**src/hw/rtl/tfep_pkg.sv**
```systemverilog
// shared types, codes and target selection for the elevator planner
`default_nettype none
package tfep_pkg;

    // field widths
    localparam int unsigned OP_W     = 4;
    localparam int unsigned POS_W    = 12;
    localparam int unsigned F2_W     = 11;
    localparam int unsigned TICK_W   = 8;
    localparam int unsigned FLOOR_W  = 2;
    localparam int unsigned CFG_IDX_W = 3;
    localparam int unsigned S_DATA_W = 16;
    localparam int unsigned M_DATA_W = 24;

    // quotient steps for floor mapping (floors 1..3 need quotient 0..2)
    localparam logic [1:0] DIV_LAST_STEP = 2'd2;

    // event codes
    typedef enum logic [OP_W-1:0] {
        OP_NONE          = 4'd0,
        OP_CALL1         = 4'd1,
        OP_CALL2         = 4'd2,
        OP_CALL3         = 4'd3,
        OP_ARRIVED       = 4'd4,
        OP_LEFT          = 4'd5,
        OP_DOORS_CLOSED  = 4'd6,
        OP_DOORS_OPENING = 4'd7,
        OP_STOP_PRESSED  = 4'd8,
        OP_STOP_RELEASED = 4'd9
    } op_t;

    // register indexes
    localparam logic [CFG_IDX_W-1:0] REG_FLOOR1_POS   = 3'd0;
    localparam logic [CFG_IDX_W-1:0] REG_FLOOR2_POS   = 3'd1;
    localparam logic [CFG_IDX_W-1:0] REG_FLOOR3_POS   = 3'd2;
    localparam logic [CFG_IDX_W-1:0] REG_F2_UPPER     = 3'd3;
    localparam logic [CFG_IDX_W-1:0] REG_F2_LOWER     = 3'd4;
    localparam logic [CFG_IDX_W-1:0] REG_DWELL_TICKS  = 3'd5;

    // motor stop actions
    localparam logic [1:0] STOP_NONE    = 2'd0;
    localparam logic [1:0] STOP_MOTOR   = 2'd1;
    localparam logic [1:0] STOP_RELEASE = 2'd2;

    // floor codes
    localparam logic [FLOOR_W-1:0] FLOOR_NONE = 2'd0;
    localparam logic [FLOOR_W-1:0] FLOOR_1    = 2'd1;
    localparam logic [FLOOR_W-1:0] FLOOR_2    = 2'd2;
    localparam logic [FLOOR_W-1:0] FLOOR_3    = 2'd3;

    // controller states
    typedef enum logic [2:0] {
        ST_IDLE,
        ST_DIVIDE,
        ST_EVENT,
        ST_DWELL,
        ST_FINISH
    } state_t;

    // controller to datapath
    typedef struct packed {
        logic load;
        logic div_step;
        logic do_event;
        logic do_dwell;
        logic load_out;
    } ctrl_cmd_t;

    // datapath to controller
    typedef struct packed {
        logic out_free;
    } dp_status_t;

    // outcome of a target choice
    typedef struct packed {
        logic                move;
        logic [FLOOR_W-1:0]  floor;
    } choice_t;

    // priority rules: floor 2 when not too close, then floor 3, then floor 1
    function automatic choice_t choose_target(
        input logic [2:0]         calls,
        input logic               up,
        input logic [FLOOR_W-1:0] cur,
        input logic               above_upper,
        input logic               below_lower
    );
        choice_t ch;
        ch.move  = 1'b0;
        ch.floor = cur;
        if (calls[1] && ((!up && above_upper) || (up && below_lower))) begin
            ch.move  = 1'b1;
            ch.floor = FLOOR_2;
        end else if (calls[2] && ((up && cur != FLOOR_2) || (!calls[0] && !calls[1]))) begin
            ch.move  = 1'b1;
            ch.floor = FLOOR_3;
        end else if (calls[0] && ((!up && cur != FLOOR_2) || (!calls[1] && !calls[2]))) begin
            ch.move  = 1'b1;
            ch.floor = FLOOR_1;
        end else if (calls == 3'b000) begin
            ch.floor = FLOOR_NONE;
        end
        return ch;
    endfunction

endpackage
`default_nettype wire

```
**src/hw/rtl/tfep_ctrl.sv**
```systemverilog
// controller state machine sequencing one poll item through the datapath
`default_nettype none
module tfep_ctrl (
    input  wire logic                aclk,
    input  wire logic                aresetn,
    input  wire logic                s_tvalid,
    output logic                     s_tready,
    input  wire tfep_pkg::dp_status_t status,
    output tfep_pkg::ctrl_cmd_t      cmd
);
    import tfep_pkg::*;

    state_t     state_reg, state_next;
    logic [1:0] step_reg, step_next;

    // state register
    always_ff @(posedge aclk) begin
        if (!aresetn) begin
            state_reg <= ST_IDLE;
            step_reg  <= 2'd0;
        end else begin
            state_reg <= state_next;
            step_reg  <= step_next;
        end
    end

    // next state and commands
    always_comb begin
        state_next = state_reg;
        step_next  = step_reg;
        cmd        = '0;
        s_tready   = 1'b0;
        case (state_reg)
            ST_IDLE: begin
                s_tready = 1'b1;
                if (s_tvalid) begin
                    cmd.load   = 1'b1;
                    step_next  = 2'd0;
                    state_next = ST_DIVIDE;
                end
            end
            ST_DIVIDE: begin
                cmd.div_step = 1'b1;
                step_next    = step_reg + 2'd1;
                if (step_reg == DIV_LAST_STEP) begin
                    state_next = ST_EVENT;
                end
            end
            ST_EVENT: begin
                cmd.do_event = 1'b1;
                state_next   = ST_DWELL;
            end
            ST_DWELL: begin
                cmd.do_dwell = 1'b1;
                state_next   = ST_FINISH;
            end
            ST_FINISH: begin
                if (status.out_free) begin
                    cmd.load_out = 1'b1;
                    state_next   = ST_IDLE;
                end
            end
            default: begin
                state_next = ST_IDLE;
            end
        endcase
    end

endmodule
`default_nettype wire

```
**src/hw/rtl/tfep_datapath.sv**
```systemverilog
// planner state, configuration registers, floor mapping and result register
`default_nettype none
module tfep_datapath (
    input  wire logic                          aclk,
    input  wire logic                          aresetn,
    input  wire logic [tfep_pkg::S_DATA_W-1:0] s_tdata,
    output logic                               m_tvalid,
    input  wire logic                          m_tready,
    output logic      [tfep_pkg::M_DATA_W-1:0] m_tdata,
    input  wire logic                          cfg_wr_en,
    input  wire logic [tfep_pkg::CFG_IDX_W-1:0] cfg_index,
    input  wire logic [tfep_pkg::POS_W-1:0]    cfg_data,
    input  wire tfep_pkg::ctrl_cmd_t           cmd,
    output tfep_pkg::dp_status_t               status
);
    import tfep_pkg::*;

    // configuration
    logic [POS_W-1:0]  f1_pos_reg, f1_pos_next;
    logic [F2_W-1:0]   f2_pos_reg, f2_pos_next;
    logic [POS_W-1:0]  f3_pos_reg, f3_pos_next;
    logic [POS_W-1:0]  upper_reg, upper_next;
    logic [POS_W-1:0]  lower_reg, lower_next;
    logic [TICK_W-1:0] ticks_reg, ticks_next;

    // item in flight
    logic [OP_W-1:0]   op_reg, op_next;
    logic [POS_W-1:0]  pos_reg, pos_next;
    logic              neg_reg, neg_next;
    logic [POS_W-1:0]  rem_reg, rem_next;
    logic [1:0]        quot_reg, quot_next;

    // planner state
    logic [2:0]         calls_reg, calls_next;
    logic [FLOOR_W-1:0] target_reg, target_next;
    logic               up_reg, up_next;
    logic               dwell_reg, dwell_next;
    logic [TICK_W-1:0]  count_reg, count_next;
    logic [FLOOR_W-1:0] floor_reg, floor_next;
    logic               shut_reg, shut_next;

    // per-item result parts
    logic               move_reg, move_next;
    logic [POS_W-1:0]   cmd_pos_reg, cmd_pos_next;
    logic [1:0]         stop_reg, stop_next;

    // result register
    logic                m_tvalid_reg, m_tvalid_next;
    logic [M_DATA_W-1:0] m_tdata_reg, m_tdata_next;

    logic [POS_W:0]     num_in;
    logic [POS_W:0]     mag_in;
    logic               rem_ge;
    logic [FLOOR_W-1:0] mapped;
    logic               above_upper;
    logic               below_lower;
    logic [2:0]         calls_set;
    logic [2:0]         calls_dwell;
    choice_t            ch_event;
    choice_t            ch_dwell;

    function automatic logic [POS_W-1:0] floor_pos(
        input logic [FLOOR_W-1:0] fl,
        input logic [POS_W-1:0]   p1,
        input logic [F2_W-1:0]    p2,
        input logic [POS_W-1:0]   p3
    );
        logic [POS_W-1:0] r;
        case (fl)
            FLOOR_1: r = p1;
            FLOOR_2: r = {1'b0, p2};
            FLOOR_3: r = p3;
            default: r = '0;
        endcase
        return r;
    endfunction

    // magnitude of position plus one for the floor mapping
    assign num_in = {s_tdata[POS_W+OP_W-1], s_tdata[POS_W+OP_W-1:OP_W]} + 13'd1;
    assign mag_in = num_in[POS_W] ? (~num_in + 13'd1) : num_in;

    // one subtract and compare per step
    assign rem_ge = rem_reg >= {1'b0, f2_pos_reg};

    // truncated quotient must be 0..2, and only 0 for a negative numerator
    always_comb begin
        if (quot_reg == 2'd3 || (neg_reg && quot_reg != 2'd0)) begin
            mapped = FLOOR_NONE;
        end else begin
            mapped = quot_reg + 2'd1;
        end
    end

    // floor 2 proximity checks
    assign above_upper = $signed(pos_reg) > $signed(upper_reg);
    assign below_lower = $signed(pos_reg) < $signed(lower_reg);

    // call set from a call event, calls after the dwell clears the present floor
    assign calls_set   = calls_reg | (3'b001 << (op_reg[1:0] - 2'd1));
    assign calls_dwell = (floor_reg != FLOOR_NONE) ?
                         (calls_reg & ~(3'b001 << (floor_reg - 2'd1))) : calls_reg;

    assign ch_event = choose_target(calls_set, up_reg, target_reg, above_upper, below_lower);
    assign ch_dwell = choose_target(calls_dwell, up_reg, FLOOR_NONE, above_upper,
                                    below_lower);

    // next-state logic
    always_comb begin
        f1_pos_next   = f1_pos_reg;
        f2_pos_next   = f2_pos_reg;
        f3_pos_next   = f3_pos_reg;
        upper_next    = upper_reg;
        lower_next    = lower_reg;
        ticks_next    = ticks_reg;
        op_next       = op_reg;
        pos_next      = pos_reg;
        neg_next      = neg_reg;
        rem_next      = rem_reg;
        quot_next     = quot_reg;
        calls_next    = calls_reg;
        target_next   = target_reg;
        up_next       = up_reg;
        dwell_next    = dwell_reg;
        count_next    = count_reg;
        floor_next    = floor_reg;
        shut_next     = shut_reg;
        move_next     = move_reg;
        cmd_pos_next  = cmd_pos_reg;
        stop_next     = stop_reg;
        m_tvalid_next = m_tvalid_reg;
        m_tdata_next  = m_tdata_reg;

        // configuration writes
        if (cfg_wr_en) begin
            case (cfg_index)
                REG_FLOOR1_POS:  f1_pos_next = cfg_data;
                REG_FLOOR2_POS:  f2_pos_next = cfg_data[F2_W-1:0];
                REG_FLOOR3_POS:  f3_pos_next = cfg_data;
                REG_F2_UPPER:    upper_next  = cfg_data;
                REG_F2_LOWER:    lower_next  = cfg_data;
                REG_DWELL_TICKS: ticks_next  = cfg_data[TICK_W-1:0];
                default: ;
            endcase
        end

        // input transfer
        if (cmd.load) begin
            op_next      = s_tdata[OP_W-1:0];
            pos_next     = s_tdata[POS_W+OP_W-1:OP_W];
            neg_next     = num_in[POS_W];
            rem_next     = mag_in[POS_W-1:0];
            quot_next    = 2'd0;
            move_next    = 1'b0;
            cmd_pos_next = '0;
            stop_next    = STOP_NONE;
        end

        // floor mapping step
        if (cmd.div_step && rem_ge) begin
            rem_next  = rem_reg - {1'b0, f2_pos_reg};
            quot_next = quot_reg + 2'd1;
        end

        // apply the event
        if (cmd.do_event) begin
            case (op_t'(op_reg))
                OP_CALL1, OP_CALL2, OP_CALL3: begin
                    calls_next = calls_set;
                    if (!dwell_reg) begin
                        target_next = ch_event.floor;
                        if (ch_event.move) begin
                            move_next    = 1'b1;
                            cmd_pos_next = floor_pos(ch_event.floor, f1_pos_reg,
                                                     f2_pos_reg, f3_pos_reg);
                        end
                    end
                end
                OP_ARRIVED: begin
                    floor_next = mapped;
                    if (mapped != FLOOR_NONE && mapped == target_reg) begin
                        calls_next = calls_reg & ~(3'b001 << (mapped - 2'd1));
                        dwell_next = 1'b1;
                        count_next = '0;
                        if (mapped == FLOOR_3) begin
                            up_next = 1'b0;
                        end else if (mapped == FLOOR_1) begin
                            up_next = 1'b1;
                        end
                    end
                end
                OP_LEFT:          floor_next = FLOOR_NONE;
                OP_DOORS_CLOSED:  shut_next  = 1'b1;
                OP_DOORS_OPENING: shut_next  = 1'b0;
                OP_STOP_PRESSED:  stop_next  = STOP_MOTOR;
                OP_STOP_RELEASED: stop_next  = STOP_RELEASE;
                default: ;
            endcase
        end

        // dwell at the floor, then depart once doors are closed
        if (cmd.do_dwell && dwell_reg) begin
            if (count_reg < ticks_reg) begin
                count_next = count_reg + 8'd1;
            end else begin
                calls_next = calls_dwell;
                if (shut_reg) begin
                    target_next = ch_dwell.floor;
                    if (ch_dwell.move) begin
                        move_next    = 1'b1;
                        cmd_pos_next = floor_pos(ch_dwell.floor, f1_pos_reg,
                                                 f2_pos_reg, f3_pos_reg);
                    end
                    if (ch_dwell.floor != FLOOR_NONE) begin
                        if (ch_dwell.floor < floor_reg) begin
                            dwell_next = 1'b0;
                            up_next    = 1'b0;
                        end else if (ch_dwell.floor > floor_reg) begin
                            dwell_next = 1'b0;
                            up_next    = 1'b1;
                        end
                    end
                end
            end
        end

        // result register
        if (cmd.load_out) begin
            m_tvalid_next = 1'b1;
            m_tdata_next  = {5'b0, up_reg, dwell_reg, stop_reg, cmd_pos_reg, move_reg,
                             target_reg};
        end else if (m_tready) begin
            m_tvalid_next = 1'b0;
        end
    end

    // registers
    always_ff @(posedge aclk) begin
        if (!aresetn) begin
            f1_pos_reg   <= 12'd0;
            f2_pos_reg   <= 11'd400;
            f3_pos_reg   <= 12'd800;
            upper_reg    <= 12'd500;
            lower_reg    <= 12'd300;
            ticks_reg    <= 8'd40;
            calls_reg    <= 3'b000;
            target_reg   <= FLOOR_NONE;
            up_reg       <= 1'b1;
            dwell_reg    <= 1'b1;
            count_reg    <= '0;
            floor_reg    <= FLOOR_1;
            shut_reg     <= 1'b0;
            m_tvalid_reg <= 1'b0;
        end else begin
            f1_pos_reg   <= f1_pos_next;
            f2_pos_reg   <= f2_pos_next;
            f3_pos_reg   <= f3_pos_next;
            upper_reg    <= upper_next;
            lower_reg    <= lower_next;
            ticks_reg    <= ticks_next;
            calls_reg    <= calls_next;
            target_reg   <= target_next;
            up_reg       <= up_next;
            dwell_reg    <= dwell_next;
            count_reg    <= count_next;
            floor_reg    <= floor_next;
            shut_reg     <= shut_next;
            m_tvalid_reg <= m_tvalid_next;
        end
    end

    // payload registers
    always_ff @(posedge aclk) begin
        op_reg      <= op_next;
        pos_reg     <= pos_next;
        neg_reg     <= neg_next;
        rem_reg     <= rem_next;
        quot_reg    <= quot_next;
        move_reg    <= move_next;
        cmd_pos_reg <= cmd_pos_next;
        stop_reg    <= stop_next;
        m_tdata_reg <= m_tdata_next;
    end

    assign m_tvalid        = m_tvalid_reg;
    assign m_tdata         = m_tdata_reg;
    assign status.out_free = !m_tvalid_reg || m_tready;

endmodule
`default_nettype wire

```
**src/hw/rtl/three_floor_elevator_planner_top.sv**
```systemverilog
// top level of the three-floor elevator planner
//
// One input transfer per poll period carries an event code and the measured
// car position; each one yields exactly one result transfer with the target
// floor, an optional position command, the motor stop action, the dwell flag
// and the travel direction.
// Configuration is a plain write port (cfg_wr_en, cfg_index, cfg_data); the user
// must write it only while no item is in flight, the block does not enforce it.
// From input transfer to result valid an item passes 3 steps of the
// compare-and-subtract unit that maps position to a floor, event apply,
// dwell update and result load. The controller walks one item at a time and
// takes the next item only once it is back in its idle state.
// The result sits in an output register, so the next input is taken while a
// result still waits; if the receiver stalls longer, the controller holds the
// finished item until the output register frees up.
// Synchronous active-low reset restores the register defaults, clears all
// calls, sets direction up, dwell on, present floor 1, doors open, and drops
// m_tvalid.
`default_nettype none
module three_floor_elevator_planner_top (
    input  wire logic                           aclk,
    input  wire logic                           aresetn,
    // operation [3:0], car_position [15:4]
    input  wire logic [tfep_pkg::S_DATA_W-1:0]  s_tdata,
    input  wire logic                           s_tvalid,
    output logic                                s_tready,
    // target_floor [1:0], move_command [2], commanded_position [14:3],
    // motor_stop_action [16:15], waiting_at_floor [17], going_up [18]
    output logic      [tfep_pkg::M_DATA_W-1:0]  m_tdata,
    output logic                                m_tvalid,
    input  wire logic                           m_tready,
    input  wire logic                           cfg_wr_en,
    input  wire logic [tfep_pkg::CFG_IDX_W-1:0] cfg_index,
    input  wire logic [tfep_pkg::POS_W-1:0]     cfg_data
);
    import tfep_pkg::*;

    ctrl_cmd_t  cmd;
    dp_status_t status;

    // sequencing
    tfep_ctrl u_ctrl (
        .aclk     (aclk),
        .aresetn  (aresetn),
        .s_tvalid (s_tvalid),
        .s_tready (s_tready),
        .status   (status),
        .cmd      (cmd)
    );

    // planner state and arithmetic
    tfep_datapath u_datapath (
        .aclk      (aclk),
        .aresetn   (aresetn),
        .s_tdata   (s_tdata),
        .m_tvalid  (m_tvalid),
        .m_tready  (m_tready),
        .m_tdata   (m_tdata),
        .cfg_wr_en (cfg_wr_en),
        .cfg_index (cfg_index),
        .cfg_data  (cfg_data),
        .cmd       (cmd),
        .status    (status)
    );

endmodule
`default_nettype wire

```
**config.mk**
```make
export PLATFORM = sky130hd
export DESIGN_NAME = three_floor_elevator_planner_top
export DESIGN_NICKNAME = d
export VERILOG_FILES = /design/src/hw/rtl/tfep_pkg.sv /design/src/hw/rtl/tfep_ctrl.sv /design/src/hw/rtl/tfep_datapath.sv /design/src/hw/rtl/three_floor_elevator_planner_top.sv
export SDC_FILE = /design/constraint.sdc
export NUM_CORES = 1
export LEC_CHECK = 0
export ABC_AREA = 1
export BUFFER_PORTS_ARGS = -buffer_cell sky130_fd_sc_hd__buf_2
export CAP_MARGIN = 20
export CORE_ASPECT_RATIO = 0.6
export CORE_UTILIZATION = 55
export CTS_BUF_LIST = sky130_fd_sc_hd__clkbuf_16
export CTS_CLUSTER_DIAMETER = 40
export DETAILED_ROUTE_END_ITERATION = 12
export HOLD_SLACK_MARGIN = 0.12
export PLACE_DENSITY = 0.74
export SLEW_MARGIN = 20
export SYNTH_ARGS = -nofsm -noshare
export SYNTH_HDL_FRONTEND = slang
export SYNTH_HIERARCHICAL = 1
export SYNTH_SLANG_ARGS = --single-unit
```
**constraint.sdc**
```tcl
create_clock -name aclk -period 3.6 [get_ports aclk]
set_clock_uncertainty 0.2 [all_clocks]
set_input_delay 0.72 -clock aclk [delete_from_list [all_inputs] [get_ports aclk]]
set_output_delay 0.72 -clock aclk [all_outputs]
set_load 0.01 [all_outputs]
```
; After elaboration in Yosys (flattened, before gate mapping)
; Index checks and enable logic that the tools add are counted.
[word_totals]
reg_bits = 156
inputBits = 36
out_inout_bits = 26
elab_cells = 231
[classes]
add_sub_neg = 9
n_lt_le_gt_ge = 6
n_eq_ne = 33
n_shift = 3
muxes = 93
n_bitwise = 6
n_reduce_logical = 56
[op_table]
columns = op, count
row1 = $mux 12, 12
row2 = $pmux 12 s3, 2
row3 = $mux 1, 42
row4 = $mux 8, 5
row5 = $mux 3, 12
row6 = $mux 2, 14
row7 = $logic_and 1x1->1, 18
row8 = $reduce_and 2->1, 9
row9 = $reduce_bool 2->1, 9
row10 = $eq 4x3->1 const B, 4
row11 = $pmux 3 s5, 1
row12 = $eq 2x2->1 const B, 7
row13 = $add 12x2->13 const B, 1
row14 = $add 12x1->12 const B, 1
row15 = $eq 3x2->1 const B, 4
row16 = $ge 12x11->1, 1
row17 = $gt 12x12->1, 1
row18 = $lt 12x12->1, 1
row19 = $not 12->12, 1
row20 = $pmux 2 s2, 3
row21 = $sub 12x11->12, 1
row22 = $eq 3x3->1 const B, 3
row23 = $logic_not 3->1, 3
row24 = $shl 1x2->3 const A, 3
row25 = 23 further kinds, 48

; Depth between registers and ports, before layout
; Gate-level depths: netlist of run 1.
[logic_depth]
word_depth = 20
depth_mapped = 21
depth_no_buf = 21

; Cells and area by module
; The synthesis of run 1 kept the hierarchy.
[by_module_without_submodules]
columns = module, instances, cells_each, area_per_inst_um2, seq_area_each_um2
row1 = tfep_datapath, 1, 1055, 8196.6, 3523.4
row2 = tfep_ctrl, 1, 44, 286.5, 100.1

; Worst setup path before layout of run 1
; OpenSTA, ideal clock, no wires.
[synth_path]
kind = register to register
startpoint = reg u_datapath.f2_pos_reg[0]
endpoint = reg u_datapath.quot_reg[0] (enable)
setup_ns = 0.361
t_arrival_ns = 2.263
required_ns = 3.039
path_slack_ns = 0.776
path_stages_with_launch = 13
n_path_buf = 1
synth_period_minus_slack_ns = 2.824
path_cell_list = dfxtp_1 > ha_1 > fa_1 > nor2_1 > nor2_1 > o21ai_2 > a31oi_1 > o21ai_1 > a21oi_1 > o21ai_1 > nand2_1 > buf_2 > nand2_1
[synth_via]
elab_chain_cells = 3
[synth_lines]
columns = element, line
row1 = start: declaration, tfep_datapath.sv:20  ; logic [F2_W-1:0] f2_pos_reg, f2_pos_next;
row2 = start signal: assignment, tfep_datapath.sv:255  ; f2_pos_reg <= f2_pos_next;
row3 = $ge 12x11->1, tfep_datapath.sv:83  ; assign rem_ge = rem_reg >= {1'b0, f2_pos_reg};
row4 = $logic_and 1x1->1, tfep_datapath.sv:159  ; if (cmd.div_step && rem_ge) begin
row5 = $reduce_bool 2->1 (no line), n/a
row6 = end signal: assignment, tfep_datapath.sv:277  ; quot_reg <= quot_next;
row7 = end: declaration, tfep_datapath.sv:31  ; logic [1:0] quot_reg, quot_next;
; Every way passes these cells.
; A chain may end at the register's enable or synchronous reset.

; Worst setup path in the final report of run 1
[layout_path]
startpoint = reg u_datapath.f2_pos_reg[0]
endpoint = reg u_datapath.rem_reg[11] (enable)
[layout_via]
elab_chain_cells = 3
[layout_lines]
columns = element, line
row1 = $ge 12x11->1, tfep_datapath.sv:83
row2 = $logic_and 1x1->1, tfep_datapath.sv:159
row3 = $reduce_bool 2->1 (no line), n/a
row4 = end signal: assignment, tfep_datapath.sv:276  ; rem_reg <= rem_next;
row5 = end: declaration, tfep_datapath.sv:30  ; logic [POS_W-1:0] rem_reg, rem_next;
; Every way passes these cells.

==> results of run 1 <==
==> power groups by stage <==
stage / registers (mW) / clock network, mW / logic [mW]
6_report: 2.16 / 1.77 / 1.36
5_1_grt: 2.17 / 1.87 / 1.51
4_1_cts: 2.15 / 1.79 / 1.33
3_5_place_dp: 2.19 / 0 / 1.32
3_3_place_gp: 2.18 / 0 / 1.29
2_1_floorplan: 2.15 / 0 / 0.996
==> metal layers <==
layer  vias to the layer above  track usage [%]
li1                       3742                -
met1                      3520             49.5
met2                       382             38.5
met3                        22             7.48
met4                         0             7.04
met5                         -                0
==> path summary, 6_finish.rpt <==
check,to,cells after the start,slack [ns]
worst max-delay path,u_datapath/rem_reg[11]$_DFFE_PP_,11,0.28
worst min-delay path,u_datapath/m_tdata[16]$_DFFE_PP_,0,0.23
worst max register to register,u_datapath/rem_reg[11]$_DFFE_PP_,11,0.28
worst min register to register,u_datapath/m_tdata[16]$_DFFE_PP_,0,0.23
==> through the flow <==
stage	utilization, %	power [mW]	worst slack [ns]
2_1_floorplan	-	3.14	0.776
3_3_place_gp	60.5	3.47	0.430
3_5_place_dp	60.5	3.50	0.302
4_1_cts	64.3	5.27	0.310
5_1_grt	64.3	5.55	0.0228
6_report	64.3	5.29	0.277
==> critical path: stages, from the launching register on <==
cell     delay, ns
dfxtp_1       0.34
ha_1          0.23
fa_1          0.42
nor2_1        0.13
nor2_1        0.08
o21ai_2       0.15
a31oi_1       0.14
o21ai_1       0.22
a21oi_1       0.07
o21ai_1       0.13
nand2_1       0.25
nand2_1       0.61
==> layout make-up <==
cell class | count | area [sq um] | area share [%]
Clock buffer | 17 | 425 | 4.48
Clock inverter | 15 | 150 | 1.58
Inverter | 146 | 551 | 5.80
Multi-Input combinational cell | 765 | 4140 | 43.6
Sequential cell | 156 | 3620 | 38.1
Tap cell | 198 | 248 | 2.61
Timing Repair Buffer | 67 | 363 | 3.82
==> kinds of logic (layout without fill, tap and decap cells) <==
kind of cell | after synthesis | count (layout)
buf+inv | 182 | 245
other cells | 1 | 5
fa+ha+maj | 49 | 49
simple gates | 445 | 445
xor+xnor | 29 | 29
compound gates | 237 | 237
flops | 156 | 156
==> layout by cell type, fill, tap and decap left out, types with 21 or more instances in the layout <==
cell type  count
edfxtp_1      50
inv_1        138
dfxtp_1      106
buf_2         56
o21ai_0       86
nand2_1      208
ha_1          48
a21oi_1       90
o211ai_1      21
nand3_1       70
nor2_1       122
==> impl_metrics.xml, run 1 <==
<?xml version="1.0" encoding="UTF-8"?>
<metrics>
  <group name="outcome">
    <metric name="outcome" unit="">finished clean</metric>
  </group>
  <group name="pwr">
    <metric name="power.share.switching" unit="%">33.7</metric>
    <metric name="power_per_cell_area" unit="nW/um^2">557</metric>
    <metric name="p_int" unit="mW">3.51</metric>
    <metric name="clock_power_share" unit="%">33.5</metric>
    <metric name="power_switching" unit="mW">1.78</metric>
    <metric name="comb_power_share" unit="%">25.7</metric>
    <metric name="power.static_leakage" unit="nW">4.32</metric>
    <metric name="irDropWorstVdd" unit="mV">0.419</metric>
    <metric name="power.sequential.fraction" unit="%">40.8</metric>
  </group>
  <group name="route">
    <metric name="drtAntennaViolNets" unit="">0</metric>
    <metric name="detail_route.wirelength.met1" unit="mm">11.8</metric>
    <metric name="drtPass1Iterations" unit="">5</metric>
    <metric name="drt-initial-drc-count" unit="">1064</metric>
    <metric name="met3RoutedLength" unit="mm">2.83</metric>
    <metric name="highest_layer" unit="">met4</metric>
    <metric name="via_count" unit="">7666</metric>
    <metric name="viasPerCell" unit="">5.62</metric>
    <metric name="routed_wire_length_per_instance" unit="microns">17.1</metric>
    <metric name="totalWireLength" unit="mm">23.3</metric>
    <metric name="routed_met2_length" unit="mm">8.47</metric>
    <metric name="detail_route.drc_violations" unit="">0</metric>
  </group>
  <group name="yosys">
    <metric name="synth_commonest_cells" unit="">nand2_1, inv_1, nor2_1, dfxtp_1, a21oi_1</metric>
    <metric name="synth_edf_count" unit="">50</metric>
    <metric name="ys_ff_latch" unit="">156</metric>
    <metric name="synth_xor_area_share" unit="%">2.99</metric>
    <metric name="yosys_warnings" unit="">6</metric>
    <metric name="synthesis.area" unit="sq um">8480</metric>
    <metric name="largest_family_of_logic_cells_by_synthesized_area" unit="">simple AND/OR/NAND/NOR gates</metric>
    <metric name="synth_fa_ha_area_share" unit="%">7.32</metric>
    <metric name="synth_mux_area_share" unit="%">0</metric>
    <metric name="netlist-cell-type-count" unit="">49</metric>
    <metric name="yosys.area.top_type" unit="">dfxtp_1</metric>
    <metric name="synth_top_area_share" unit="%">25.0</metric>
    <metric name="synth_area_per_inst" unit="sq um">7.72</metric>
    <metric name="synth.most_common_cell" unit="">nand2_1</metric>
    <metric name="post_synth_and_or_nand_nor_area_fraction" unit="%">22.6</metric>
    <metric name="post_synthesis_sequential_area_ratio" unit="%">42.7</metric>
    <metric name="synthCells" unit="">1099</metric>
    <metric name="post_synth_main_area_contributors" unit="">dfxtp_1, edfxtp_1, nand2_1</metric>
    <metric name="synth_top_flop_cell" unit="">dfxtp_1</metric>
    <metric name="synth_compound_gate_area_share" unit="%">15.6</metric>
    <metric name="postSynth.asyncResetShare" unit="%">0</metric>
  </group>
  <group name="run">
    <metric name="max-cap-violations" unit="">0</metric>
  </group>
  <group name="finish">
    <metric name="syn2layout_area_growth" unit="%">12.0</metric>
    <metric name="drive_gt1_share" unit="%">11.4</metric>
    <metric name="final_net_count" unit="">1238</metric>
    <metric name="nFillCells" unit="">1275</metric>
    <metric name="postLayoutCellArea" unit="sq um">9500</metric>
    <metric name="largest_reg_flops" unit="">19</metric>
    <metric name="antenna_cells" unit="">0</metric>
    <metric name="post_layout_nonfiller_instances" unit="">1364</metric>
  </group>
  <group name="cts">
    <metric name="clock_insertion_delay_worst_skew" unit="ns">0.42</metric>
    <metric name="cts_made_buffers" unit="">17</metric>
    <metric name="cts_sinks" unit="">156</metric>
    <metric name="cts-root-to-sink-buffers" unit="">2</metric>
    <metric name="clockRootBuffer" unit="">clkbuf_16</metric>
    <metric name="post-cts-setup-buffers" unit="">0</metric>
    <metric name="cts_tree" unit="">done</metric>
    <metric name="cts_resized" unit="">0</metric>
    <metric name="cts.hold.buffers_added" unit="">0</metric>
    <metric name="cts_htree_levels" unit="">4</metric>
    <metric name="clkSlewWorstSetupHoldPaths" unit="ns">0.07</metric>
  </group>
  <group name="sta">
    <metric name="timing.final.max_slew_violations" unit="">0</metric>
    <metric name="max_freq" unit="MHz">301</metric>
    <metric name="period_share" unit="%">92.3</metric>
    <metric name="max-slew-margin-rel" unit="%">25.9</metric>
    <metric name="setup-violations-final" unit="">0</metric>
    <metric name="hold_viol" unit="">0</metric>
    <metric name="tightestPinTransition" unit="ns">1.11</metric>
    <metric name="rsz0062_at_grt" unit="">no</metric>
    <metric name="final.min_clock_period" unit="ns">3.32</metric>
    <metric name="fin_worst_hold_slack" unit="ns">0.231</metric>
    <metric name="tns" unit="ns">0</metric>
  </group>
  <group name="worst_setup_path">
    <metric name="setup.worst_path.start_class" unit="">flop</metric>
    <metric name="worst_reg2reg_startpoint" unit="">u_datapath/f2_pos_reg[0]$_SDFFE_PN0P_</metric>
    <metric name="timing.critical_path.to_type" unit="">flop</metric>
    <metric name="critPathRequiredTime" unit="ns">3.45</metric>
    <metric name="timing.setup.critical_path_class" unit="">flop to flop</metric>
    <metric name="worstSetupStartpoint" unit="">u_datapath/f2_pos_reg[0]$_SDFFE_PN0P_</metric>
    <metric name="path_max_fanout" unit="">14</metric>
    <metric name="critPathArrivalTime" unit="ns">3.17</metric>
  </group>
  <group name="placed_design">
    <metric name="placedInstanceArea" unit="sq um">8920</metric>
    <metric name="place.detailed.instances" unit="">1332</metric>
    <metric name="routability_congestion" unit="">0.957</metric>
    <metric name="placement.io_buffers" unit="">56</metric>
    <metric name="detailed_place_hpwl" unit="mm">17.0</metric>
  </group>
  <group name="worst_hold_path">
    <metric name="hold_start" unit="">u_datapath/stop_reg[1]$_DFF_P_</metric>
    <metric name="holdCritPathClass" unit="">flop to flop</metric>
  </group>
  <group name="floorplan">
    <metric name="placement_rows" unit="">34</metric>
    <metric name="die_width" unit="microns">162</metric>
    <metric name="core_area" unit="sq um">14800</metric>
    <metric name="floorplan.initialDensity" unit="%">57.5</metric>
    <metric name="design.portCount" unit="">62</metric>
    <metric name="die_area" unit="sq um">15900</metric>
    <metric name="dieHeight" unit="microns">98.2</metric>
  </group>
  <group name="global_routing">
    <metric name="vias_in_the_first_global_route" unit="">6854</metric>
    <metric name="grt.overflow.total" unit="">0</metric>
    <metric name="grt_pass1_wl" unit="mm">37.2</metric>
    <metric name="antenna_found_initial" unit="">0</metric>
    <metric name="global_route.usage.total" unit="%">30.3</metric>
    <metric name="grt_max_degree" unit="">74</metric>
  </group>
</metrics>
No activity file was read; power rests on OpenSTA's default activity.
==> run 2: changes to the inputs <==
--- a/config.mk
+++ b/config.mk
@@ -9,12 +9,13 @@
 export BUFFER_PORTS_ARGS = -buffer_cell sky130_fd_sc_hd__buf_2
 export CAP_MARGIN = 20
 export CORE_ASPECT_RATIO = 0.6
+export CORE_MARGIN = 2
 export CORE_UTILIZATION = 55
 export CTS_BUF_LIST = sky130_fd_sc_hd__clkbuf_16
 export CTS_CLUSTER_DIAMETER = 40
 export DETAILED_ROUTE_END_ITERATION = 12
 export HOLD_SLACK_MARGIN = 0.12
-export PLACE_DENSITY = 0.74
+export PLACE_DENSITY = 0.79
 export SLEW_MARGIN = 20
 export SYNTH_ARGS = -nofsm -noshare
 export SYNTH_HDL_FRONTEND = slang
==> run 2 against run 1 <==
Against the previous run:
- combinational power is essentially flat
- sequential share of layout area is essentially flat
- flip-flop and latch count is the same
- cell area is essentially flat
- setup slack gained 0.16 ns
- largest cell class unchanged
- register-to-register slack gained 0.16 ns
- highest routed layer unchanged
- first-iteration DRC count grew 4.6%
- total power shrank 0.51%
- clock-buffer cell count grew 1
- via count grew 0.10%
==> impl_metrics.xml, run 2 (same netlist as run 1, synthesis figures left out) <==
<?xml version="1.0" encoding="UTF-8"?>
<metrics>
  <group name="cts">
    <metric name="cts.hold.buffers_added" unit="">0</metric>
    <metric name="cts_htree_levels" unit="">4</metric>
    <metric name="post-cts-setup-buffers" unit="">0</metric>
    <metric name="clkSlewWorstSetupHoldPaths" unit="ns">0.07</metric>
    <metric name="cts-root-to-sink-buffers" unit="">2</metric>
    <metric name="clock_insertion_delay_worst_skew" unit="ns">0.43</metric>
    <metric name="cts_tree" unit="">done</metric>
    <metric name="clockRootBuffer" unit="">clkbuf_16</metric>
    <metric name="cts_made_buffers" unit="">17</metric>
    <metric name="cts_sinks" unit="">156</metric>
    <metric name="cts_resized" unit="">0</metric>
  </group>
  <group name="pwr">
    <metric name="power_per_cell_area" unit="nW/um^2">554</metric>
    <metric name="power.static_leakage" unit="nW">4.33</metric>
    <metric name="irDropWorstVdd" unit="mV">0.326</metric>
  </group>
  <group name="global_routing">
    <metric name="global_route.usage.total" unit="%">28.9</metric>
    <metric name="grt_max_degree" unit="">49</metric>
    <metric name="antenna_found_initial" unit="">0</metric>
    <metric name="grt_pass1_wl" unit="mm">36.5</metric>
    <metric name="grt.overflow.total" unit="">0</metric>
    <metric name="vias_in_the_first_global_route" unit="">6869</metric>
  </group>
  <group name="placed_design">
    <metric name="placedInstanceArea" unit="sq um">8930</metric>
    <metric name="detailed_place_hpwl" unit="mm">16.8</metric>
    <metric name="routability_congestion" unit="">0.991</metric>
    <metric name="placement.setup.worst_slack" unit="ns">0.485</metric>
    <metric name="placement.io_buffers" unit="">56</metric>
  </group>
  <group name="worst_setup_path">
    <metric name="worst_reg2reg_startpoint" unit="">u_datapath/f2_pos_reg[0]$_SDFFE_PN0P_</metric>
    <metric name="setup_slack_on_the_worst_flop_to_flop_path" unit="ns">0.44</metric>
    <metric name="timing.critical_path.to_type" unit="">flop</metric>
    <metric name="critPathArrivalTime" unit="ns">3.13</metric>
    <metric name="setup.worst_path.start_class" unit="">flop</metric>
    <metric name="timing.setup.critical_path_class" unit="">flop to flop</metric>
    <metric name="timing.reg2reg.worst_path_depth" unit="">12</metric>
    <metric name="path_max_fanout" unit="">16</metric>
    <metric name="critPathRequiredTime" unit="ns">3.56</metric>
    <metric name="timing.rr.end" unit="">u_datapath/rem_reg[2]$_DFFE_PP_</metric>
  </group>
  <group name="finish">
    <metric name="drive_gt1_share" unit="%">11.7</metric>
    <metric name="layout_commonest_cell" unit="">nand2_1</metric>
    <metric name="layout_common_cells" unit="">nand2_1, inv_1, nor2_1</metric>
    <metric name="syn2layout_area_growth" unit="%">12.1</metric>
    <metric name="largest_reg_flops" unit="">19</metric>
    <metric name="postLayoutCellArea" unit="sq um">9510</metric>
    <metric name="antenna_cells" unit="">0</metric>
    <metric name="nFillCells" unit="">1315</metric>
    <metric name="final_net_count" unit="">1238</metric>
  </group>
  <group name="sta">
    <metric name="max_freq" unit="MHz">316</metric>
    <metric name="timing.final.max_slew_violations" unit="">0</metric>
    <metric name="period_share" unit="%">87.9</metric>
    <metric name="setup-violations-final" unit="">0</metric>
    <metric name="final.min_clock_period" unit="ns">3.16</metric>
    <metric name="post-route-worst-setup-slack" unit="ns">0.436</metric>
    <metric name="fin_worst_hold_slack" unit="ns">0.233</metric>
    <metric name="rsz0062_at_grt" unit="">no</metric>
    <metric name="tightestPinTransition" unit="ns">0.720</metric>
    <metric name="tns" unit="ns">0</metric>
    <metric name="hold_viol" unit="">0</metric>
    <metric name="max-slew-margin-rel" unit="%">52.0</metric>
  </group>
  <group name="route">
    <metric name="routed_wire_length_per_instance" unit="microns">16.7</metric>
    <metric name="via_count" unit="">7674</metric>
    <metric name="drtAntennaViolNets" unit="">0</metric>
    <metric name="totalWireLength" unit="mm">22.9</metric>
    <metric name="drt-initial-drc-count" unit="">1113</metric>
    <metric name="detail_route.drc_violations" unit="">0</metric>
    <metric name="viasPerCell" unit="">5.61</metric>
    <metric name="drtPass1Iterations" unit="">5</metric>
  </group>
  <group name="floorplan">
    <metric name="floorplan.initialDensity" unit="%">55.8</metric>
    <metric name="dieHeight" unit="microns">100</metric>
    <metric name="design.portCount" unit="">62</metric>
    <metric name="die_width" unit="microns">164</metric>
    <metric name="core_area" unit="sq um">15200</metric>
    <metric name="placement_rows" unit="">35</metric>
    <metric name="die_area" unit="sq um">16500</metric>
  </group>
  <group name="worst_hold_path">
    <metric name="whs_endpoint" unit="">u_datapath/m_tdata[16]$_DFFE_PP_</metric>
    <metric name="hold_start" unit="">u_datapath/stop_reg[1]$_DFF_P_</metric>
    <metric name="holdCritPathClass" unit="">flop to flop</metric>
    <metric name="worstHoldPathCells" unit="">0</metric>
  </group>
  <group name="run">
    <metric name="max-cap-violations" unit="">0</metric>
  </group>
  <group name="outcome">
    <metric name="outcome" unit="">finished clean</metric>
  </group>
</metrics>
==> run 2: changes by cell type in the layout (fill, tap and decap cells not counted), sizes merged <==
cell      before  now
clkinv         5    7
clkbuf        17   18
bufinv         2    0
inv          150  153
clkinvlp       4    0
==> run 2: per-stage QoR <==
stage | power (mW) | cells | util, %
3_5_place_dp | 3.51 | 1337 | 58.8
3_3_place_gp | 3.48 | 1337 | 58.8
4_1_cts | 5.25 | 1369 | 62.5
6_report | 5.26 | 1369 | 62.6
5_1_grt | 5.52 | 1369 | 62.6
2_1_floorplan | 3.14 | 1103 | -
==> run 2: final cells by class <==
type	count	area (sq um)	area share, %
Multi-Input combinational cell	765	4140	43.6
Sequential cell	156	3620	38.1
Inverter	146	551	5.79
Clock buffer	18	450	4.74
Timing Repair Buffer	67	363	3.82
Tap cell	203	254	2.67
Clock inverter	14	123	1.29
==> run 2: how the worst max path moves through the flow <==
| stage | from | to | slack (ns) | depth (start not counted) |
|---|---|---|---|---|
| global route | u_datapath/pos_reg[7]$_DFFE_PP_ | u_datapath/dwell_reg$_SDFF_PN1_ | 0.12 | 18 |
| floorplan | u_datapath/f2_pos_reg[0]$_SDFFE_PN0P_ | u_datapath/quot_reg[0]$_SDFFCE_PN0P_ | 0.78 | 12 |
| finish | u_datapath/f2_pos_reg[0]$_SDFFE_PN0P_ | u_datapath/rem_reg[2]$_DFFE_PP_ | 0.44 | 12 |
| global placement | u_datapath/f2_pos_reg[0]$_SDFFE_PN0P_ | u_datapath/rem_reg[9]$_DFFE_PP_ | 0.49 | 12 |
| detailed placement | u_datapath/f2_pos_reg[0]$_SDFFE_PN0P_ | u_datapath/rem_reg[9]$_DFFE_PP_ | 0.49 | 12 |
| CTS | u_datapath/f2_pos_reg[0]$_SDFFE_PN0P_ | u_datapath/rem_reg[9]$_DFFE_PP_ | 0.49 | 12 |
==> run 2: per-layer routing <==
metal	up-vias	global-route usage (%)	share of wire [%]
met2	399	37.8	38
met1	3491	44.7	49
li1	3751	-	-
met5	-	0	0
met4	0	6.75	1.2
met3	33	9.83	13
==> run 2: power by group <==
group	total (mW)	switching [mW]	internal, mW
Sequential	2.15	0.112	2.04
Combinational	1.37	0.905	0.462
Clock	1.74	0.797	0.948
Total	5.26	1.81	3.45
==> run 2: critical path: stages (launching register included) <==
cell	delay (ns)
dfxtp_1	0.35
ha_1	0.26
fa_1	0.43
nor2_1	0.14
nor2_1	0.08
o21ai_2	0.15
a31oi_1	0.14
o21ai_1	0.22
a21oi_1	0.06
o21ai_1	0.13
nand2_1	0.28
inv_2	0.31
o21ai_0	0.15
==> run 3: changes to the inputs <==
--- a/config.mk
+++ b/config.mk
@@ -15,6 +15,7 @@
 export CTS_CLUSTER_DIAMETER = 40
 export DETAILED_ROUTE_END_ITERATION = 12
 export HOLD_SLACK_MARGIN = 0.12
+export MAX_ROUTING_LAYER = met4
 export PLACE_DENSITY = 0.79
 export SLEW_MARGIN = 20
 export SYNTH_ARGS = -nofsm -noshare
==> run 3 against run 2 <==
Against the previous run:
- fmax shrank 0.54%
- clock-buffer cell count is the same
- sequential power is essentially flat
- critical path depth is the same
- total power grew 1.3%
- sequential share of layout area shrank 0.070 points
- cell area grew 0.18%
- global-route usage grew 0.76 points
- non-clock buffer count grew 1
==> impl_metrics.xml, run 3 (same netlist as run 1, synthesis figures left out) <==
<?xml version="1.0" encoding="UTF-8"?>
<metrics>
  <group name="cts">
    <metric name="cts.hold.buffers_added" unit="">0</metric>
    <metric name="clock_insertion_delay_worst_skew" unit="ns">0.42</metric>
    <metric name="cts_resized" unit="">0</metric>
    <metric name="cts_tree" unit="">done</metric>
    <metric name="cts_made_buffers" unit="">17</metric>
    <metric name="clockRootBuffer" unit="">clkbuf_16</metric>
    <metric name="cts_sinks" unit="">156</metric>
    <metric name="clkSlewWorstSetupHoldPaths" unit="ns">0.06</metric>
    <metric name="post-cts-setup-buffers" unit="">0</metric>
    <metric name="cts-root-to-sink-buffers" unit="">2</metric>
    <metric name="cts_htree_levels" unit="">4</metric>
  </group>
  <group name="floorplan">
    <metric name="floorplan.initialDensity" unit="%">55.8</metric>
    <metric name="design.portCount" unit="">62</metric>
    <metric name="core_area" unit="sq um">15200</metric>
    <metric name="die_width" unit="microns">164</metric>
    <metric name="dieHeight" unit="microns">100</metric>
    <metric name="placement_rows" unit="">35</metric>
    <metric name="die_area" unit="sq um">16500</metric>
  </group>
  <group name="route">
    <metric name="totalWireLength" unit="mm">23.0</metric>
    <metric name="viasPerCell" unit="">5.61</metric>
    <metric name="drtAntennaViolNets" unit="">0</metric>
    <metric name="drtPass1Iterations" unit="">9</metric>
    <metric name="via_count" unit="">7690</metric>
    <metric name="drt-initial-drc-count" unit="">980</metric>
    <metric name="routed_wire_length_per_instance" unit="microns">16.8</metric>
    <metric name="detail_route.drc_violations" unit="">0</metric>
  </group>
  <group name="placed_design">
    <metric name="place.detailed.instances" unit="">1338</metric>
    <metric name="placement.io_buffers" unit="">56</metric>
    <metric name="placement.setup.worst_slack" unit="ns">0.511</metric>
    <metric name="placedInstanceArea" unit="sq um">8940</metric>
    <metric name="routability_congestion" unit="">1.00</metric>
    <metric name="detailed_place_hpwl" unit="mm">16.8</metric>
  </group>
  <group name="finish">
    <metric name="layout_common_cells" unit="">nand2_1, inv_1, nor2_1</metric>
    <metric name="syn2layout_area_growth" unit="%">12.3</metric>
    <metric name="postLayoutCellArea" unit="sq um">9520</metric>
    <metric name="nFillCells" unit="">1335</metric>
    <metric name="largest_reg_flops" unit="">19</metric>
    <metric name="post_layout_nonfiller_instances" unit="">1370</metric>
    <metric name="antenna_cells" unit="">0</metric>
    <metric name="layout_commonest_cell" unit="">nand2_1</metric>
    <metric name="final_net_count" unit="">1239</metric>
    <metric name="drive_gt1_share" unit="%">11.6</metric>
  </group>
  <group name="global_routing">
    <metric name="grt.overflow.total" unit="">0</metric>
    <metric name="vias_in_the_first_global_route" unit="">6724</metric>
    <metric name="grt_pass1_wl" unit="mm">36.1</metric>
    <metric name="antenna_found_initial" unit="">0</metric>
    <metric name="global_route.usage.total" unit="%">29.6</metric>
    <metric name="grt_max_degree" unit="">47</metric>
  </group>
  <group name="pwr">
    <metric name="irDropWorstVdd" unit="mV">0.313</metric>
    <metric name="power.share.switching" unit="%">33.1</metric>
    <metric name="clock_power_share" unit="%">33.8</metric>
    <metric name="power_switching" unit="mW">1.77</metric>
    <metric name="p_int" unit="mW">3.56</metric>
    <metric name="power.static_leakage" unit="nW">4.35</metric>
    <metric name="comb_power_share" unit="%">25.8</metric>
    <metric name="power_per_cell_area" unit="nW/um^2">560</metric>
    <metric name="power.sequential.fraction" unit="%">40.4</metric>
  </group>
  <group name="sta">
    <metric name="setup-violations-final" unit="">0</metric>
    <metric name="fin_worst_hold_slack" unit="ns">0.230</metric>
    <metric name="post-route-worst-setup-slack" unit="ns">0.418</metric>
    <metric name="tns" unit="ns">0</metric>
    <metric name="max_freq" unit="MHz">314</metric>
    <metric name="hold_viol" unit="">0</metric>
    <metric name="timing.final.max_slew_violations" unit="">0</metric>
    <metric name="max-slew-margin-rel" unit="%">57.7</metric>
    <metric name="final.min_clock_period" unit="ns">3.18</metric>
    <metric name="tightestPinTransition" unit="ns">0.630</metric>
    <metric name="period_share" unit="%">88.4</metric>
    <metric name="rsz0062_at_grt" unit="">no</metric>
  </group>
  <group name="worst_setup_path">
    <metric name="critical_path.cell_chain" unit="">ha_1 &gt; fa_1 &gt; nor2_1 &gt; nor2_1 &gt; o21ai_2 &gt; a31oi_1 &gt; o21ai_1 &gt; a21oi_1 &gt; o21ai_1 &gt; nand2_1 &gt; inv_2 &gt; o21ai_0</metric>
    <metric name="timing.setup.critical_path_class" unit="">flop to flop</metric>
    <metric name="critPathArrivalTime" unit="ns">3.14</metric>
    <metric name="timing.critical_path.to_type" unit="">flop</metric>
    <metric name="path_max_fanout" unit="">16</metric>
    <metric name="critPathSlowestCell" unit="">fa_1</metric>
    <metric name="setup.worst_path.start_class" unit="">flop</metric>
    <metric name="critical_path_max_stage_delay" unit="ns">0.44</metric>
    <metric name="critPathRequiredTime" unit="ns">3.56</metric>
  </group>
  <group name="run">
    <metric name="max-cap-violations" unit="">0</metric>
  </group>
  <group name="outcome">
    <metric name="outcome" unit="">finished clean</metric>
  </group>
  <group name="worst_hold_path">
    <metric name="holdCritPathClass" unit="">flop to flop</metric>
  </group>
</metrics>
run 3: cell count changes in the layout (fill, tap and decap cells not counted), sizes merged:
| cell | previous run | this run |
|---|---|---|
| inv | 153 | 152 |
| bufinv | 0 | 2 |
| clkinv | 7 | 6 |
| buf | 67 | 68 |
run 3: layout make-up:
class	count	area (sq um)	area share [%]
Clock inverter	14	136	1.43
Clock buffer	18	450	4.73
Inverter	146	551	5.78
Timing Repair Buffer	68	370	3.89
Multi-Input combinational cell	765	4140	43.5
Tap cell	203	254	2.67
Sequential cell	156	3620	38.0
run 3: critical path: cells and delay by family, from the launching register on:
kind / cells / cell delay (ns)
AOI/OAI and AO/OA: 6 / 0.90
buffers and inverters: 1 / 0.29
DFF: 1 / 0.36
adders and majority gates: 2 / 0.71
and+or+nand+nor: 3 / 0.47
run 3: per-layer routing:
metal	wire length, microns	GRT usage (%)	up-vias
met1	11300	45.7	3523
met3	2730	6.82	35
met2	8670	37.7	384
li1	-	-	3748
met5	0	-	-
met4	363	8.37	0
run 3: power by group through the flow:
stage               Clock (mW)  Combinational, mW  Sequential, mW
finish                    1.80               1.38            2.15
global placement             0               1.30            2.18
CTS                       1.82               1.35            2.15
floorplan                    0              0.996            2.15
global route              1.90               1.53            2.17
detailed placement           0               1.33            2.19
run 3: final timing paths:
| check | from | end | slack [ns] | cells past startpoint |
|---|---|---|---|---|
| max | u_datapath/f2_pos_reg[0]$_SDFFE_PN0P_ | u_datapath/rem_reg[2]$_DFFE_PP_ | 0.42 | 12 |
| min | u_datapath/stop_reg[0]$_DFF_P_ | u_datapath/m_tdata[15]$_DFFE_PP_ | 0.23 | 0 |
| max reg2reg | u_datapath/f2_pos_reg[0]$_SDFFE_PN0P_ | u_datapath/rem_reg[2]$_DFFE_PP_ | 0.42 | 12 |
| min reg2reg | u_datapath/stop_reg[0]$_DFF_P_ | u_datapath/m_tdata[15]$_DFFE_PP_ | 0.23 | 0 |
run 3: stage by stage:
step / power [mW] / util (%)
floorplan: 3.14 / -
global placement: 3.48 / 58.8
detailed placement: 3.52 / 58.8
CTS: 5.32 / 62.7
global route: 5.60 / 62.7
finish: 5.33 / 62.7
